## config.mk

```make
export PLATFORM = sky130hd
export DESIGN_NAME = per_source_rate_limiter_top
export DESIGN_NICKNAME = d
export VERILOG_FILES = /design/src/design/rsl_pkg.sv /design/src/design/rsl_table.sv /design/src/design/rsl_ctrl.sv /design/src/design/per_source_rate_limiter_top.sv
export SDC_FILE = /design/constraint.sdc
export NUM_CORES = 2
export LEC_CHECK = 0
export ABC_CLOCK_PERIOD_IN_PS = 10400
export BUFFER_PORTS_ARGS = -buffer_cell sky130_fd_sc_hd__buf_2
export CAP_MARGIN = 5
export CORE_MARGIN = 3
export CORE_UTILIZATION = 45
export DETAILED_ROUTE_END_ITERATION = 12
export PLACE_DENSITY = 0.63
export SLEW_MARGIN = 0
export SYNTH_ARGS = -nofsm -noshare
export SYNTH_HDL_FRONTEND = slang
export SYNTH_SLANG_ARGS = --single-unit
```

## constraint.sdc

```tcl
create_clock -name clk -period 10.4 [get_ports clk]
set_clock_uncertainty 0.1 [all_clocks]
set_input_delay 2.6 -clock clk [delete_from_list [all_inputs] [get_ports clk]]
set_output_delay 2.6 -clock clk [all_outputs]
set_load 0.05 [all_outputs]
```

## src/design/rsl_pkg.sv

```systemverilog
// ----------------------------------------------------------------------------
// rsl_pkg: shared types and constants of the per-source rate limiter
// beat payloads, table entry layout, result codes and sequencer states
// ----------------------------------------------------------------------------
package rsl_pkg;

  localparam int SLOTS_DEF = 16;

  localparam logic [63:0] WINDOW_MS = 64'd1000;

  localparam logic [2:0] EV_OFF     = 3'd0;
  localparam logic [2:0] EV_COUNTED = 3'd1;
  localparam logic [2:0] EV_REFUSED = 3'd2;
  localparam logic [2:0] EV_NEW     = 3'd3;
  localparam logic [2:0] EV_EVICTED = 3'd4;

  typedef struct packed {
    logic [31:0] source_address;
    logic [63:0] now_ms;
  } in_t;

  typedef struct packed {
    logic       limited;
    logic [2:0] event_res;
  } out_t;

  typedef struct packed {
    logic [31:0] source;
    logic [63:0] window_start;
    logic [15:0] hits;
  } entry_t;

  typedef struct packed {
    logic   en;
    entry_t data;
  } tbl_wr_t;

  typedef enum logic [1:0] {
    ST_IDLE,
    ST_SCAN,
    ST_UPDATE,
    ST_RESP
  } state_t;

endpackage

```

## src/design/rsl_table.sv

```systemverilog
// ----------------------------------------------------------------------------
// rsl_table: slot table of the rate limiter
// one write and one registered read per cycle; per-slot valid bits make
// unwritten slots read as all zero right after reset
// ----------------------------------------------------------------------------
module rsl_table #(
  parameter int SLOTS = rsl_pkg::SLOTS_DEF,
  localparam int IW = (SLOTS > 1) ? $clog2(SLOTS) : 1
) (
  input  logic             clk,
  input  logic             rst,
  input  rsl_pkg::tbl_wr_t wr,
  input  logic [IW-1:0]    wr_addr,
  input  logic [IW-1:0]    rd_addr,
  output rsl_pkg::entry_t  rd_data
);

  rsl_pkg::entry_t mem [SLOTS];
  rsl_pkg::entry_t rd_raw;
  logic [SLOTS-1:0] vld;
  logic             rd_vld;

  always_ff @(posedge clk) begin
    if (wr.en) begin
      mem[wr_addr] <= wr.data;
    end
    rd_raw <= mem[rd_addr];
  end

  always_ff @(posedge clk) begin
    if (rst) begin
      vld    <= '0;
      rd_vld <= 1'b0;
    end else begin
      if (wr.en) begin
        vld[wr_addr] <= 1'b1;
      end
      rd_vld <= vld[rd_addr];
    end
  end

  assign rd_data = rd_vld ? rd_raw : '0;

endmodule

```

## src/design/rsl_ctrl.sv

```systemverilog
// ----------------------------------------------------------------------------
// rsl_ctrl: request sequencer of the rate limiter
// scans the slot table one slot per cycle unless limiting is off, decides the
// outcome and writes the chosen slot back, then loads the output register
// ----------------------------------------------------------------------------
module rsl_ctrl #(
  parameter int SLOTS = rsl_pkg::SLOTS_DEF,
  localparam int IW = (SLOTS > 1) ? $clog2(SLOTS) : 1
) (
  input  logic             clk,
  input  logic             rst,
  input  logic             cfg_wen,
  input  logic [15:0]      cfg_wdata,
  input  logic             in_valid,
  output logic             in_ready,
  input  rsl_pkg::in_t     in_data,
  output logic             out_valid,
  input  logic             out_ready,
  output rsl_pkg::out_t    out_data,
  output rsl_pkg::tbl_wr_t wr,
  output logic [IW-1:0]    wr_addr,
  output logic [IW-1:0]    rd_addr,
  input  rsl_pkg::entry_t  rd_data
);

  localparam logic [IW-1:0] LAST = IW'(SLOTS - 1);

  rsl_pkg::state_t state, state_next;
  rsl_pkg::in_t    item;
  rsl_pkg::entry_t m_entry;
  rsl_pkg::out_t   res, res_next;
  logic [15:0]     limit;
  logic [IW-1:0]   scan_idx;
  logic [IW-1:0]   old_idx;
  logic [63:0]     old_start;
  logic            res_load;
  logic            accept;
  logic            hit, empty, last, older;
  logic [IW-1:0]   evict_idx;
  logic [63:0]     age;
  logic            expired;
  logic [15:0]     hits_eff;
  logic            refuse;
  logic            out_free;

  assign accept    = in_valid && in_ready;
  assign hit       = rd_data.source == item.source_address;
  assign empty     = rd_data.source == 32'd0;
  assign last      = scan_idx == LAST;
  assign older     = (scan_idx == '0) || (rd_data.window_start < old_start);
  assign evict_idx = older ? scan_idx : old_idx;
  assign age       = item.now_ms - m_entry.window_start;
  assign expired   = age >= rsl_pkg::WINDOW_MS;
  assign hits_eff  = expired ? 16'd0 : m_entry.hits;
  assign refuse    = hits_eff >= limit;
  assign out_free  = !out_valid || out_ready;

  // next state
  always_comb begin
    state_next = state;
    unique case (state)
      rsl_pkg::ST_IDLE: begin
        if (accept) begin
          state_next = (limit == 16'd0) ? rsl_pkg::ST_RESP : rsl_pkg::ST_SCAN;
        end
      end
      rsl_pkg::ST_SCAN: begin
        if (hit) begin
          state_next = rsl_pkg::ST_UPDATE;
        end else if (empty || last) begin
          state_next = rsl_pkg::ST_RESP;
        end
      end
      rsl_pkg::ST_UPDATE: begin
        state_next = rsl_pkg::ST_RESP;
      end
      rsl_pkg::ST_RESP: begin
        if (out_free) begin
          state_next = rsl_pkg::ST_IDLE;
        end
      end
      default: state_next = rsl_pkg::ST_IDLE;
    endcase
  end

  // outputs
  always_comb begin
    in_ready = 1'b0;
    rd_addr  = '0;
    wr       = '0;
    wr_addr  = scan_idx;
    res_load = 1'b0;
    res_next = '0;
    unique case (state)
      rsl_pkg::ST_IDLE: begin
        in_ready = 1'b1;
        res_load = accept && (limit == 16'd0);
        res_next = '{limited: 1'b0, event_res: rsl_pkg::EV_OFF};
      end
      rsl_pkg::ST_SCAN: begin
        rd_addr = last ? '0 : scan_idx + IW'(1);
        if (!hit && (empty || last)) begin
          wr.en                = 1'b1;
          wr.data.source       = item.source_address;
          wr.data.window_start = item.now_ms;
          wr.data.hits         = 16'd1;
          wr_addr              = empty ? scan_idx : evict_idx;
          res_load             = 1'b1;
          res_next = '{limited: 1'b0,
                       event_res: empty ? rsl_pkg::EV_NEW : rsl_pkg::EV_EVICTED};
        end
      end
      rsl_pkg::ST_UPDATE: begin
        wr.en                = 1'b1;
        wr.data.source       = m_entry.source;
        wr.data.window_start = expired ? item.now_ms : m_entry.window_start;
        wr.data.hits         = refuse ? hits_eff : hits_eff + 16'd1;
        res_load             = 1'b1;
        res_next.limited     = refuse;
        res_next.event_res   = refuse ? rsl_pkg::EV_REFUSED : rsl_pkg::EV_COUNTED;
      end
      rsl_pkg::ST_RESP: begin
      end
      default: begin
      end
    endcase
  end

  always_ff @(posedge clk) begin
    if (rst) begin
      state     <= rsl_pkg::ST_IDLE;
      limit     <= 16'd0;
      out_valid <= 1'b0;
    end else begin
      state <= state_next;
      if (cfg_wen) begin
        limit <= cfg_wdata;
      end
      if (state == rsl_pkg::ST_RESP && out_free) begin
        out_valid <= 1'b1;
      end else if (out_ready) begin
        out_valid <= 1'b0;
      end
    end
  end

  always_ff @(posedge clk) begin
    if (accept) begin
      item     <= in_data;
      scan_idx <= '0;
    end else if (state == rsl_pkg::ST_SCAN && !hit && !empty && !last) begin
      scan_idx <= scan_idx + IW'(1);
    end
    if (state == rsl_pkg::ST_SCAN) begin
      m_entry <= rd_data;
      if (older) begin
        old_idx   <= scan_idx;
        old_start <= rd_data.window_start;
      end
    end
    if (res_load) begin
      res <= res_next;
    end
    if (state == rsl_pkg::ST_RESP && out_free) begin
      out_data <= res;
    end
  end

endmodule

```

## src/design/per_source_rate_limiter_top.sv

```systemverilog
// ----------------------------------------------------------------------------
// per_source_rate_limiter_top: fixed-window rate limiter keyed by source
// address, with a table of SLOTS entries scanned one slot per cycle
// ----------------------------------------------------------------------------
// One request is handled at a time. With limiting off a request skips the
// table and goes straight to the response state. Otherwise the table is read
// one slot per cycle through its single registered read port until the scan
// ends at a matching or empty slot or at the last slot; a match adds an update
// step for the read-modify-write. The table is empty at once after reset;
// no clearing pass is needed. A new request is taken while the previous
// result beat still waits at the output.
module per_source_rate_limiter_top #(
  parameter int SLOTS = rsl_pkg::SLOTS_DEF
) (
  input  logic          clk,
  input  logic          rst,
  input  logic          cfg_wen,
  input  logic [15:0]   cfg_wdata,
  input  logic          in_valid,
  output logic          in_ready,
  input  rsl_pkg::in_t  in_data,
  output logic          out_valid,
  input  logic          out_ready,
  output rsl_pkg::out_t out_data
);

  localparam int IW = (SLOTS > 1) ? $clog2(SLOTS) : 1;

  rsl_pkg::tbl_wr_t wr;
  logic [IW-1:0]    wr_addr;
  logic [IW-1:0]    rd_addr;
  rsl_pkg::entry_t  rd_data;

  rsl_ctrl #(
    .SLOTS(SLOTS)
  ) u_ctrl (
    .clk       (clk),
    .rst       (rst),
    .cfg_wen   (cfg_wen),
    .cfg_wdata (cfg_wdata),
    .in_valid  (in_valid),
    .in_ready  (in_ready),
    .in_data   (in_data),
    .out_valid (out_valid),
    .out_ready (out_ready),
    .out_data  (out_data),
    .wr        (wr),
    .wr_addr   (wr_addr),
    .rd_addr   (rd_addr),
    .rd_data   (rd_data)
  );

  rsl_table #(
    .SLOTS(SLOTS)
  ) u_table (
    .clk     (clk),
    .rst     (rst),
    .wr      (wr),
    .wr_addr (wr_addr),
    .rd_addr (rd_addr),
    .rd_data (rd_data)
  );

endmodule
```

==> summary.md <==
| Metric | Value |
|---|---|
| Family with the most delay on the worst path | `compound AO/OA/AOI/OAI gates` |
| Vias in the first global route | `49400` |
| CP Capture Type | `register` |
| Die area | `204700 sq um` |
| Finished Layout Cells | `8153` |
| Placed cells | `7741` |
| Sequential area share after synthesis | `72.88%` |
| Crit-path max FO | `17` |
| I/O Buffers | `122` |
| Die Span Y | `452.5 um` |
| Post-synth top area cell | `edfxtp_1` |
| Pins Over Slew Limit | `0` |
| Post-synth EDFFs | `2076` |
| Cell variety after synth | `85` |
| Synth Instances | `5216` |
| Wire per inst | `28.80 um` |
| Synth Register Bits | `2228` |
| Clock root buffer | `clkbuf_16` |
| Post-Synth Simple-Gate Area | `3.822%` |
| Post-DRT Antenna Nets | `0` |
| Post-synthesis async set-or-reset flop share | `0%` |
| PwrDens | `263.3 nW/um^2` |
| Vias/cell | `6.088` |
| Hold_buf cts | `0` |
| Tot Pwr | `26.53 mW` |
| Top cell types by occurrence after synthesis | `edfxtp_1 (2076), mux4_2 (338), o21ai_0 (316)` |
| Worst Path Required | `10.83 ns` |
| Final period util | `87.69%` |
| Main combinational cell family by area after synthesis | `compound AO/OA/AOI/OAI gates` |
| Ys flop type | `edfxtp_1` |
| # Post-CTS Setup Buffers | `0` |
| Most frequent cell on the critical path | `a21o_1` |
| Top achievable clock speed | `109.7 MHz` |
| H-tree Lvls | `4` |
| CTS tree | `yes` |
| Final Util | `50.94%` |
| Compound-gate portion of the synthesized area | `9.515%` |
| Status | `finished clean` |
| # rows | `163` |
| Core Footprint | `197800 sq um` |
| Leak | `33.49 nW` |
| Min Clock Period, post-route | `9.120 ns` |
| Initial Util | `45.35%` |
| CP arrival | `9.55 ns` |
| Setup Crit Path Kind | `reg2reg` |
| Global route overflow | `0` |
| Mux contribution to synthesized area | `8.906%` |
| Ports | `123` |
| Final GP Congestion | `0.9842` |
| Crit-path slowest cell | `a211oi_1` |
| TritonCTS Buffers | `215` |
| First-pass GRT wire length | `342300 um` |
| Area contributors post-synth | `edfxtp_1 (69%), mux4_2 (8.5%), dfxtp_1 (3.4%), o221ai_1 (2.3%), ha_1 (2.1%)` |
| Measured slew at the worst slew-check pin | `1.265 ns` |
| # setup viols final | `0` |
| Post-place setup slack | `1.339 ns` |
| Crit-path max cell delay | `0.86 ns` |
| CTS max path bufs | `3` |
| Post-Synth XOR/XNOR Area | `0.5467%` |
| DRT Wirelength | `234800 um` |
| Startpoint Class | `register` |
| Warnings, synthesis | `0` |
| DRC viols | `0` |
| Layout overhead on the synthesized area | `12.33%` |
| Layout cells sized above 1 | `16.94%` |
| Die X-Extent | `452.5 um` |
| Most common cell in the netlist | `edfxtp_1` |
| Avg Cell Area, Syn | `17.20 sq um` |
| Maximum VDD drop | `0.0001978 V` |
| Hold Path Class | `reg2reg` |
| Initial antenna violation count | `4` |
| Post-Syn Nets | `5483` |
| Clock sinks | `2228` |
| Nets | `5586` |
| Number of DRC markers in iteration 0 | `5298` |
| Via count | `49640` |
| Worst path bufs/invs | `1` |
| Clock latency on the worst-skew pair | `0.90 ns` |
| Post-synth top area share | `69.49%` |
| RSZ-0062 raised after global routing | `false` |
| Gr usage total | `22.66%` |
| Post-route setup TNS | `0 ns` |
| Adder-Cell Fraction of Synth Area | `2.101%` |
| Slew headroom | `14.78%` |
| Clk slew on worst S/H paths | `0.06 ns` |
| Largest net degree at the start of global routing | `178` |
| Max cap viols | `0` |
| Mapped Area | `89710 sq um` |
| Setup WS post-layout | `1.280 ns` |
| Router iterations before antenna repair | `8` |
| PostCTS Resize Cnt | `0` |
| Post-DP HPWL | `132900 um` |
| Fin. Hold Viols | `0` |
## state kept, by name (all words and copies together) (netlist names)
signal	count
u_table.rd_raw	112
u_ctrl.state	2
u_table.mem	1792
u_ctrl.out_data	4
u_ctrl.old_idx	4
u_ctrl.res	4
u_table.rd_vld	1
u_ctrl.out_valid	1
u_ctrl.m_entry	112
u_table.vld	16
u_ctrl.limit	16
u_ctrl.scan_idx	4
u_ctrl.old_start	64
u_ctrl.item	96
## routing by layer
layer	vias to the layer above	share of wire [%]	global-route usage [%]
li1	21510	-	-
met1	26050	42	31.64
met2	1705	49	36.67
met3	373	5.8	3.092
met4	0	3.4	8.063
met5	-	0	0
## cell families (layout without fill, tap and decap cells)
family,Yosys count,after routing
buf+inv,504,797
flops,2228,2228
other cells,0,4
mux,375,375
fa+ha+maj,150,150
compound gates,1245,1245
xor+xnor,56,56
simple gates,658,658
## stage by stage
stage | hold slack (ns) | instance area [sq um]
after floorplan | 0.3003 | 89710
after global placement | 0.3166 | 93320
after detailed placement | 0.3163 | 93320
after CTS | 0.3300 | 100700
after global routing | 0.3347 | 100800
final | 0.3248 | 100800
## power by group
group | total [mW] | switching [mW] | leakage [nW] | internal (mW)
Sequential | 11.7 | 0.448 | 20.4 | 11.3
Combinational | 6.80 | 4.35 | 9.53 | 2.45
Clock | 8.02 | 3.41 | 3.56 | 4.61
## layout by cell type (no fill, tap or decap), types with 14 or more instances in the layout
cell type     n
edfxtp_1   2076
mux4_2      338
o21ai_0     316
o22ai_1     240
o221ai_1    231
clkbuf_16   217
inv_1       187
dfxtp_1     151
ha_1        148
and2_1      144
nand2_1     133
nor2_1      132
a21oi_1     129
buf_2       122
a22o_1      101
buf_4        64
nand4_1      60
clkbuf_1     54
xnor2_1      36
clkinv_2     33
mux2i_1      32
a21o_1       31
nand3_1      30
clkinv_1     30
nor3_1       29
nor4_1       29
o21a_1       26
bufinv_16    24
xor2_1       20
clkbuf_8     19
o211ai_1     16
nor2_4       16
nor2b_1      14
buf_12       14
## worst paths after layout
check | slack [ns] | endpoint | from | cells past startpoint
worst max-delay path | 1.28 | u_table.mem[4][2] | u_ctrl.m_entry[16] | 25
worst min-delay path | 0.32 | u_ctrl.out_data[2] | u_ctrl.res[2] | 0
worst max register to register | 1.28 | u_table.mem[4][2] | u_ctrl.m_entry[16] | 25
worst min register to register | 0.32 | u_ctrl.out_data[2] | u_ctrl.res[2] | 0
## layout make-up
class	instances	area [sq um]
Antenna cell	4	10.01
Clock buffer	290	5894
Clock inverter	117	1529
Fill cell	15950	97060
Inverter	189	721.9
Multi-Input combinational cell	2484	22530
Sequential cell	2228	65390
Tap cell	2640	3303
Timing Repair Buffer	201	1386
No activity file was read; power rests on OpenSTA's default activity.
